**src/hw/rtl/dou_pkg.sv**
```systemverilog
package dou_pkg;

	// Calendar constants for a year without leap days.
	localparam int unsigned DAYS_PER_YEAR = 365;
	localparam int unsigned MONTHS_PER_YEAR = 12;

	// Residues used to fold a 32-bit offset down toward its value modulo 365.
	// 2^16 mod 365 is 201 and 2^32 mod 365 is 251.
	localparam int unsigned FOLD16_RES = 201;
	localparam int unsigned WRAP32_RES = 251;
	localparam int unsigned NEG_ADJUST = DAYS_PER_YEAR - WRAP32_RES;

	// Reciprocal of 365 scaled by 2^25, rounded up.
	localparam int unsigned RECIP_SHIFT = 25;
	localparam int unsigned RECIP_365 = 91930;

	// Start date data handed from the date checker to the date splitter.
	typedef struct packed {
		logic       bad;
		logic [8:0] doy0;
	} date_info_t;

	// Number of days in a month, for months 1 to 12; zero otherwise.
	function automatic logic [4:0] month_len(input logic [3:0] m);
		logic [4:0] len;
		case (m)
			4'd2: len = 5'd28;
			4'd4, 4'd6, 4'd9, 4'd11: len = 5'd30;
			4'd1, 4'd3, 4'd5, 4'd7, 4'd8, 4'd10, 4'd12: len = 5'd31;
			default: len = 5'd0;
		endcase
		return len;
	endfunction

	// Days that come before the first of a month, for months 1 to 12.
	function automatic logic [8:0] month_start(input logic [3:0] m);
		logic [8:0] start;
		case (m)
			4'd1: start = 9'd0;
			4'd2: start = 9'd31;
			4'd3: start = 9'd59;
			4'd4: start = 9'd90;
			4'd5: start = 9'd120;
			4'd6: start = 9'd151;
			4'd7: start = 9'd181;
			4'd8: start = 9'd212;
			4'd9: start = 9'd243;
			4'd10: start = 9'd273;
			4'd11: start = 9'd304;
			4'd12: start = 9'd334;
			default: start = 9'd0;
		endcase
		return start;
	endfunction

endpackage

```
**src/hw/rtl/dou_offset_reduce.sv**
```systemverilog
module dou_offset_reduce (
	input  logic        clk,
	input  logic [31:0] offset_days,
	output logic [8:0]  omod_s4
);

	logic [23:0] r1_s1;
	logic        neg_s1;
	logic [16:0] r2;
	logic [16:0] r3;
	logic [16:0] r3_s2;
	logic        neg_s2;
	logic [33:0] prod;
	logic [7:0]  q_s3;
	logic [16:0] r3_s3;
	logic        neg_s3;
	logic [16:0] rem_full;
	logic [9:0]  rem;
	logic [8:0]  rem_c;
	logic [9:0]  adj;
	logic [8:0]  omod;

	// Stage 1: fold the upper half of the offset onto the lower half.
	always_ff @(posedge clk) begin
		r1_s1 <= 24'(offset_days[31:16]) * 24'(dou_pkg::FOLD16_RES)
			+ 24'(offset_days[15:0]);
		neg_s1 <= offset_days[31];
	end

	// Stage 2: two more folds bring the value below 2^16 plus a small residue.
	always_comb begin
		r2 = 17'(r1_s1[23:16]) * 17'(dou_pkg::FOLD16_RES) + 17'(r1_s1[15:0]);
		r3 = 17'(r2[16]) * 17'(dou_pkg::FOLD16_RES) + 17'(r2[15:0]);
	end

	always_ff @(posedge clk) begin
		r3_s2 <= r3;
		neg_s2 <= neg_s1;
	end

	// Stage 3: estimate the quotient by 365 with a scaled reciprocal.
	assign prod = 34'(r3_s2) * 34'(dou_pkg::RECIP_365);

	always_ff @(posedge clk) begin
		q_s3 <= prod[dou_pkg::RECIP_SHIFT +: 8];
		r3_s3 <= r3_s2;
		neg_s3 <= neg_s2;
	end

	// Stage 4: form the remainder, correct it once, then account for the sign.
	// A negative offset adds -2^32, which is 114 modulo 365.
	always_comb begin
		rem_full = r3_s3 - 17'(q_s3) * 17'(dou_pkg::DAYS_PER_YEAR);
		rem = rem_full[9:0];
		if (rem >= 10'(dou_pkg::DAYS_PER_YEAR)) begin
			rem_c = 9'(rem - 10'(dou_pkg::DAYS_PER_YEAR));
		end else begin
			rem_c = rem[8:0];
		end
		adj = 10'(rem_c) + (neg_s3 ? 10'(dou_pkg::NEG_ADJUST) : 10'd0);
		if (adj >= 10'(dou_pkg::DAYS_PER_YEAR)) begin
			omod = 9'(adj - 10'(dou_pkg::DAYS_PER_YEAR));
		end else begin
			omod = adj[8:0];
		end
	end

	always_ff @(posedge clk) begin
		omod_s4 <= omod;
	end

endmodule

```
**src/hw/rtl/dou_date_check.sv**
```systemverilog
module dou_date_check (
	input  logic               clk,
	input  logic [3:0]         month_in,
	input  logic [4:0]         day_in,
	output dou_pkg::date_info_t info_s4
);

	dou_pkg::date_info_t info;
	dou_pkg::date_info_t info_s1;
	dou_pkg::date_info_t info_s2;
	dou_pkg::date_info_t info_s3;

	// Check the start date and turn it into a zero-based day of year.
	always_comb begin
		info.bad = !(month_in inside {[4'd1:4'd12]}) || (day_in == 5'd0)
			|| (day_in > dou_pkg::month_len(month_in));
		info.doy0 = dou_pkg::month_start(month_in) + 9'(day_in) - 9'd1;
	end

	// Hold the date alongside the offset reduction until stage 4.
	always_ff @(posedge clk) begin
		info_s1 <= info;
		info_s2 <= info_s1;
		info_s3 <= info_s2;
		info_s4 <= info_s3;
	end

endmodule

```
**src/hw/rtl/dou_date_split.sv**
```systemverilog
module dou_date_split (
	input  logic               clk,
	input  dou_pkg::date_info_t info_s4,
	input  logic [8:0]         omod_s4,
	output logic               bad_s6,
	output logic [3:0]         month_s6,
	output logic [4:0]         day_s6,
	output logic [8:0]         yday_s6
);

	logic [9:0] pos;
	logic [8:0] doy;
	logic [8:0] doy_s5;
	logic       bad_s5;
	logic [3:0] cnt;
	logic [3:0] m;

	// Stage 5: add the reduced offset and wrap into the year.
	always_comb begin
		pos = 10'(info_s4.doy0) + 10'(omod_s4);
		if (pos >= 10'(dou_pkg::DAYS_PER_YEAR)) begin
			doy = 9'(pos - 10'(dou_pkg::DAYS_PER_YEAR));
		end else begin
			doy = pos[8:0];
		end
	end

	always_ff @(posedge clk) begin
		doy_s5 <= doy;
		bad_s5 <= info_s4.bad;
	end

	// Stage 6: count the month starts at or below the day to find the month.
	always_comb begin
		cnt = 4'd0;
		for (int i = 2; i <= 12; i++) begin
			if (doy_s5 >= dou_pkg::month_start(4'(i))) begin
				cnt = cnt + 4'd1;
			end
		end
		m = cnt + 4'd1;
	end

	// An invalid start date clears every result field.
	always_ff @(posedge clk) begin
		bad_s6 <= bad_s5;
		if (bad_s5) begin
			month_s6 <= 4'd0;
			day_s6 <= 5'd0;
			yday_s6 <= 9'd0;
		end else begin
			month_s6 <= m;
			day_s6 <= 5'(doy_s5 - dou_pkg::month_start(m) + 9'd1);
			yday_s6 <= doy_s5 + 9'd1;
		end
	end

endmodule

```
**src/hw/rtl/date_offset_unit.sv**
```systemverilog
// Each item taken on start yields one result on done, in the order the items were taken.
// Throughput: one item per cycle; busy stays low, so start is taken every cycle.
// Six register stages: four fold, reciprocal and remainder steps reduce the offset
// modulo 365, then one wrap step and one month lookup step.
// Reset clears the stage valid bits only; data registers are not reset.
// The receiver cannot stall, and each result is shown for exactly one cycle.
module date_offset_unit (
	input  logic        clk,
	input  logic        arst_n,
	input  logic        start,
	output logic        busy,
	input  logic [3:0]  month_in,
	input  logic [4:0]  day_in,
	input  logic [31:0] offset_days,
	output logic        done,
	output logic        bad_date,
	output logic [3:0]  month_out,
	output logic [4:0]  day_out,
	output logic [8:0]  year_day_out
);

	dou_pkg::date_info_t info_s4;
	logic [8:0]          omod_s4;
	logic                v_s1;
	logic                v_s2;
	logic                v_s3;
	logic                v_s4;
	logic                v_s5;
	logic                v_s6;

	// The pipeline never backs up, so an item is taken whenever start is high.
	assign busy = 1'b0;

	// Valid bits travel down the pipeline with the items.
	always_ff @(posedge clk or negedge arst_n) begin
		if (!arst_n) begin
			v_s1 <= 1'b0;
			v_s2 <= 1'b0;
			v_s3 <= 1'b0;
			v_s4 <= 1'b0;
			v_s5 <= 1'b0;
			v_s6 <= 1'b0;
		end else begin
			v_s1 <= start && !busy;
			v_s2 <= v_s1;
			v_s3 <= v_s2;
			v_s4 <= v_s3;
			v_s5 <= v_s4;
			v_s6 <= v_s5;
		end
	end

	dou_offset_reduce u_reduce (
		.clk         (clk),
		.offset_days (offset_days),
		.omod_s4     (omod_s4)
	);

	dou_date_check u_check (
		.clk      (clk),
		.month_in (month_in),
		.day_in   (day_in),
		.info_s4  (info_s4)
	);

	dou_date_split u_split (
		.clk      (clk),
		.info_s4  (info_s4),
		.omod_s4  (omod_s4),
		.bad_s6   (bad_date),
		.month_s6 (month_out),
		.day_s6   (day_out),
		.yday_s6  (year_day_out)
	);

	assign done = v_s6;

`ifndef SYNTH
	// Every item taken yields a result on done, and every result comes from an item taken.
	a_latency: assert property (@(posedge clk) disable iff (!arst_n)
		start && !busy |-> ##6 done)
		else $error("item taken without a result six cycles later");

	a_no_spurious: assert property (@(posedge clk) disable iff (!arst_n)
		done |-> $past(start && !busy, 6))
		else $error("result without a matching item");

	// A bad start date clears all result fields.
	a_bad_zero: assert property (@(posedge clk) disable iff (!arst_n)
		done && bad_date |-> month_out == 4'd0 && day_out == 5'd0
			&& year_day_out == 9'd0)
		else $error("bad date with nonzero result fields");

	// A good result is a real date whose day of year is in range.
	a_good_range: assert property (@(posedge clk) disable iff (!arst_n)
		done && !bad_date |-> month_out >= 4'd1 && month_out <= 4'd12
			&& day_out >= 5'd1 && day_out <= dou_pkg::month_len(month_out)
			&& year_day_out >= 9'd1 && year_day_out <= 9'd365)
		else $error("result date out of range");
`endif

endmodule

```
**config.mk**
```make
export PLATFORM = sky130hd
export DESIGN_NAME = date_offset_unit
export DESIGN_NICKNAME = d
export VERILOG_FILES = /design/src/hw/rtl/dou_pkg.sv /design/src/hw/rtl/dou_offset_reduce.sv /design/src/hw/rtl/dou_date_check.sv /design/src/hw/rtl/dou_date_split.sv /design/src/hw/rtl/date_offset_unit.sv
export SDC_FILE = /design/constraint.sdc
export NUM_CORES = 1
export LEC_CHECK = 0
export BUFFER_PORTS_ARGS = -buffer_cell sky130_fd_sc_hd__buf_2
export CORE_ASPECT_RATIO = 0.7
export CORE_UTILIZATION = 55
export CTS_CLUSTER_SIZE = 30
export DETAILED_ROUTE_END_ITERATION = 7
export HOLD_SLACK_MARGIN = 0.08
export PLACE_DENSITY = 0.83
export SYNTH_ARGS = -nofsm -noshare
export SYNTH_HDL_FRONTEND = slang
export SYNTH_HIERARCHICAL = 1
export SYNTH_SLANG_ARGS = --single-unit
```
**constraint.sdc**
```tcl
create_clock -name clk -period 8.3 [get_ports clk]
set_input_delay 0.83 -clock clk [delete_from_list [all_inputs] [get_ports clk]]
set_output_delay 0.83 -clock clk [all_outputs]
set_load 0.02 [all_outputs]
```
==> results.py <==
metrics = {
    "worst_setup_path": {
        "critPathMaxStageDelay_ps": 350,
        "crit_arrival_ps": 8750,
        "cp.required_ps": 8630,
        "start_kind": "flop",
        "crit_path_end_kind": "flop",
        "critPathSlowestCell": "dfxtp_4",
        "critPathKind": "reg2reg",
        "crit_fanout": 4,
        "cp_common_cell": "ha_4",
    },
    "outcome": {
        "status": "complete, but fails checks",
        "violations": "setup timing",
    },
    "routing": {
        "dr.pass1.iters": 6,
        "final_antenna_net_count": 0,
        "drt-initial-drc-count": 803,
        "via_per_inst": 5.46,
        "drc_errors": 0,
        "num_vias": 12924,
        "drt-wirelength-per-cell_um": 15.9,
        "routed_wl_um": 37600,
    },
    "global_routing": {
        "grt_pass1_vias": 13664,
        "grt_pass1_wl_um": 63100,
        "grt-ovfl-total": 0,
        "grt_use_total_pct": 23.3,
        "grt_max_degree": 21,
        "antenna_found_initial": 0,
    },
    "synth": {
        "synthFlopType": "dfxtp_1",
        "netlist_instances": 1827,
        "yosysUniqueCellTypes": 93,
        "syn_area_mm2": 0.0177,
        "yosys_register_bits": 146,
        "syn_avg_cell_area_um2": 9.70,
        "synth_warnings": 6,
        "synthesis.nets": 2432,
        "synth_edf_count": 0,
        "yosysSeqAreaShare_pct": 16.7,
        "synthArstFlopShare_pct": 4.11,
    },
    "cells_and_area": {
        "final_cell_mix": "385 x inv_1, 377 x ha_1, 170 x fa_1",
        "instances_no_fill": 2365,
        "final_common_cell": "inv_1",
        "drive_gt1_share_pct": 11.7,
        "nNetsFinal": 2537,
        "final_util_pct": 62.9,
        "syn2layout_area_growth_pct": 11.4,
        "nFillCells": 2332,
    },
    "die": {
        "dieArea_mm2": 0.0330,
        "io_pins": 65,
        "die_h_um": 152,
        "rows": 54,
        "design.core.area_mm2": 0.0314,
        "initial_core_util_pct": 56.4,
        "die_x_um": 217,
    },
    "clocking": {
        "htree_levels": 4,
        "cts_hold_buffers": 0,
        "clockRootBuffer": "clkbuf_16",
        "path_clk_slew_ps": 60,
        "clk_latency_ps": 430,
        "cts_sinks": 146,
        "cts_tree": "built",
        "numCtsBuffers": 17,
        "clockBufferDepth": 2,
    },
    "timing": {
        "slew_headroom_pct": 47.5,
        "setup_viol": 2,
        "period_minus_slack_ps": 8430,
        "worst_slew_pin_slew_ps": 786,
        "finalHoldViolations": 0,
        "period_share_pct": 102,
        "rsz0062_at_grt": "true",
        "layout_setup_ws_ps": -126,
        "slew_violations": 0,
        "clock_skew_ps": 8.87,
        "fmax_ghz": 0.119,
    },
    "placed_design": {
        "portBuffers": 63,
        "finalWeightedCongestion": 0.893,
        "place_hpwl_um": 29600,
        "place_inst": 2308,
    },
    "job": {
        "drv_cap": 0,
    },
    "min_path": {
        "min_path_type": "in2async",
    },
}
final timing paths:
check,from,to,slack [ps],depth (start not counted)
hold reg to reg,u_check/info_s2[8]$_DFF_P_,u_check/info_s3[8]$_DFF_P_,320,0
hold / removal,arst_n,v_s5$_DFF_PN0_,210,1
max in group asynchronous,arst_n,v_s4$_DFF_PN0_,7950,1
setup reg to reg,u_split/doy_s5[0]$_DFF_P_,u_split/day_s6[4]$_SDFF_PP0_,-130,44
min in group clk,u_check/info_s2[8]$_DFF_P_,u_check/info_s3[8]$_DFF_P_,320,0
setup / recovery,u_split/doy_s5[0]$_DFF_P_,u_split/day_s6[4]$_SDFF_PP0_,-130,44
through the flow:
stage,setup slack [ps],hold WS (ps),setup TNS (ps),instance area [um^2]
after floorplan,5.26,310,0,17900
after global placement,36.8,310,0,18800
after detailed placement,-272,312,-421,18800
after CTS,8.81,205,0,19500
after global routing,-424,203,-861,19800
final,-126,211,-128,19800
final cells by class:
cell class | count | area (um^2) | area share, %
Inverter | 391 | 1470 | 7.45
Tap cell | 420 | 526 | 2.66
Clock buffer | 18 | 439 | 2.22
Sequential cell | 146 | 2960 | 15.0
Antenna cell | 1 | 2.50 | 0.0127
Clock inverter | 13 | 149 | 0.754
Timing Repair Buffer | 108 | 664 | 3.36
Multi-Input combinational cell | 1268 | 13500 | 68.6
registers in the layout (all words and copies together) (netlist names), 4 cells and up:
signal,flops
u_check/info_s3,10
u_reduce/q_s3,8
u_check/info_s2,10
u_split/month_s6,4
u_check/info_s4,10
u_split/yday_s6,9
u_split/day_s6,5
u_reduce/r1_s1,24
u_reduce/omod_s4,9
u_check/info_s1,10
u_reduce/r3_s2,17
u_reduce/r3_s3,10
u_split/doy_s5,9
cells in the mapped netlist, types with 6 or more instances:
cell,count,share of area [%]
dfrtp_1,6,0.85
nand4_1,11,0.39
a21o_1,30,1.3
dfxtp_1,140,16
or2_2,6,0.21
or3_1,7,0.25
o211ai_1,10,0.42
fa_1,171,19
nor2b_1,20,0.71
nand2b_1,9,0.32
and3_1,12,0.42
nor4_1,10,0.35
xnor2_1,90,4.4
a31oi_1,11,0.39
o21bai_1,15,0.64
and2_1,9,0.32
inv_1,391,8.3
a211oi_1,8,0.34
o21a_1,14,0.59
a21oi_1,66,1.9
buf_2,14,0.40
xor2_1,33,1.6
o31a_1,6,0.30
o21ai_0,32,0.90
nand2_1,52,1.1
nand3_1,30,0.85
nor3_1,25,0.71
nor2_1,83,1.8
ha_1,390,28
cells by family (layout without fill, tap and decap cells):
logic type                 Yosys count  in the layout  share of synthesized area [%]
AOI/OAI and AO/OA                  268            268                           11.0
xor gates and xnor gates           136            136                           7.56
adders and majority gates          561            561                           46.8
buffers and inverters              413            530                           8.93
DFF                                146            146                           16.7
muxes                               10             10                          0.670
other                                1              2                         0.0212
and+or+nand+nor                    292            292                           8.32
metal layers:
metal | global-route usage (%) | vias up | part of all wire, %
li1 | - | 6242 | -
met1 | 29.9 | 6277 | 44
met2 | 40.7 | 342 | 50
met3 | 3.23 | 63 | 4.2
met4 | 6.61 | 0 | 1.8
met5 | 0 | - | 0
critical path: cells and delay by family, from the launching register on:
kind            cells  cell delay, ps
compound gates     11            1870
xor+xnor            4             880
fa+ha+maj          13            3320
buf+inv             4             250
flops               1             350
mux                 3             750
simple gates        9             920
what timing repair did:
| item | 4_1_cts | 5_1_grt |
|---|---|---|
| setup endpoints to repair | 3 | 5 |
| pin swaps | 19 | 21 |
| resized for setup | 3 | 37 |
| buffers inserted | 16 | 9 |
Power is not shown: default switching activity piles up to over one toggle a cycle in this logic, so the estimate is an artifact.
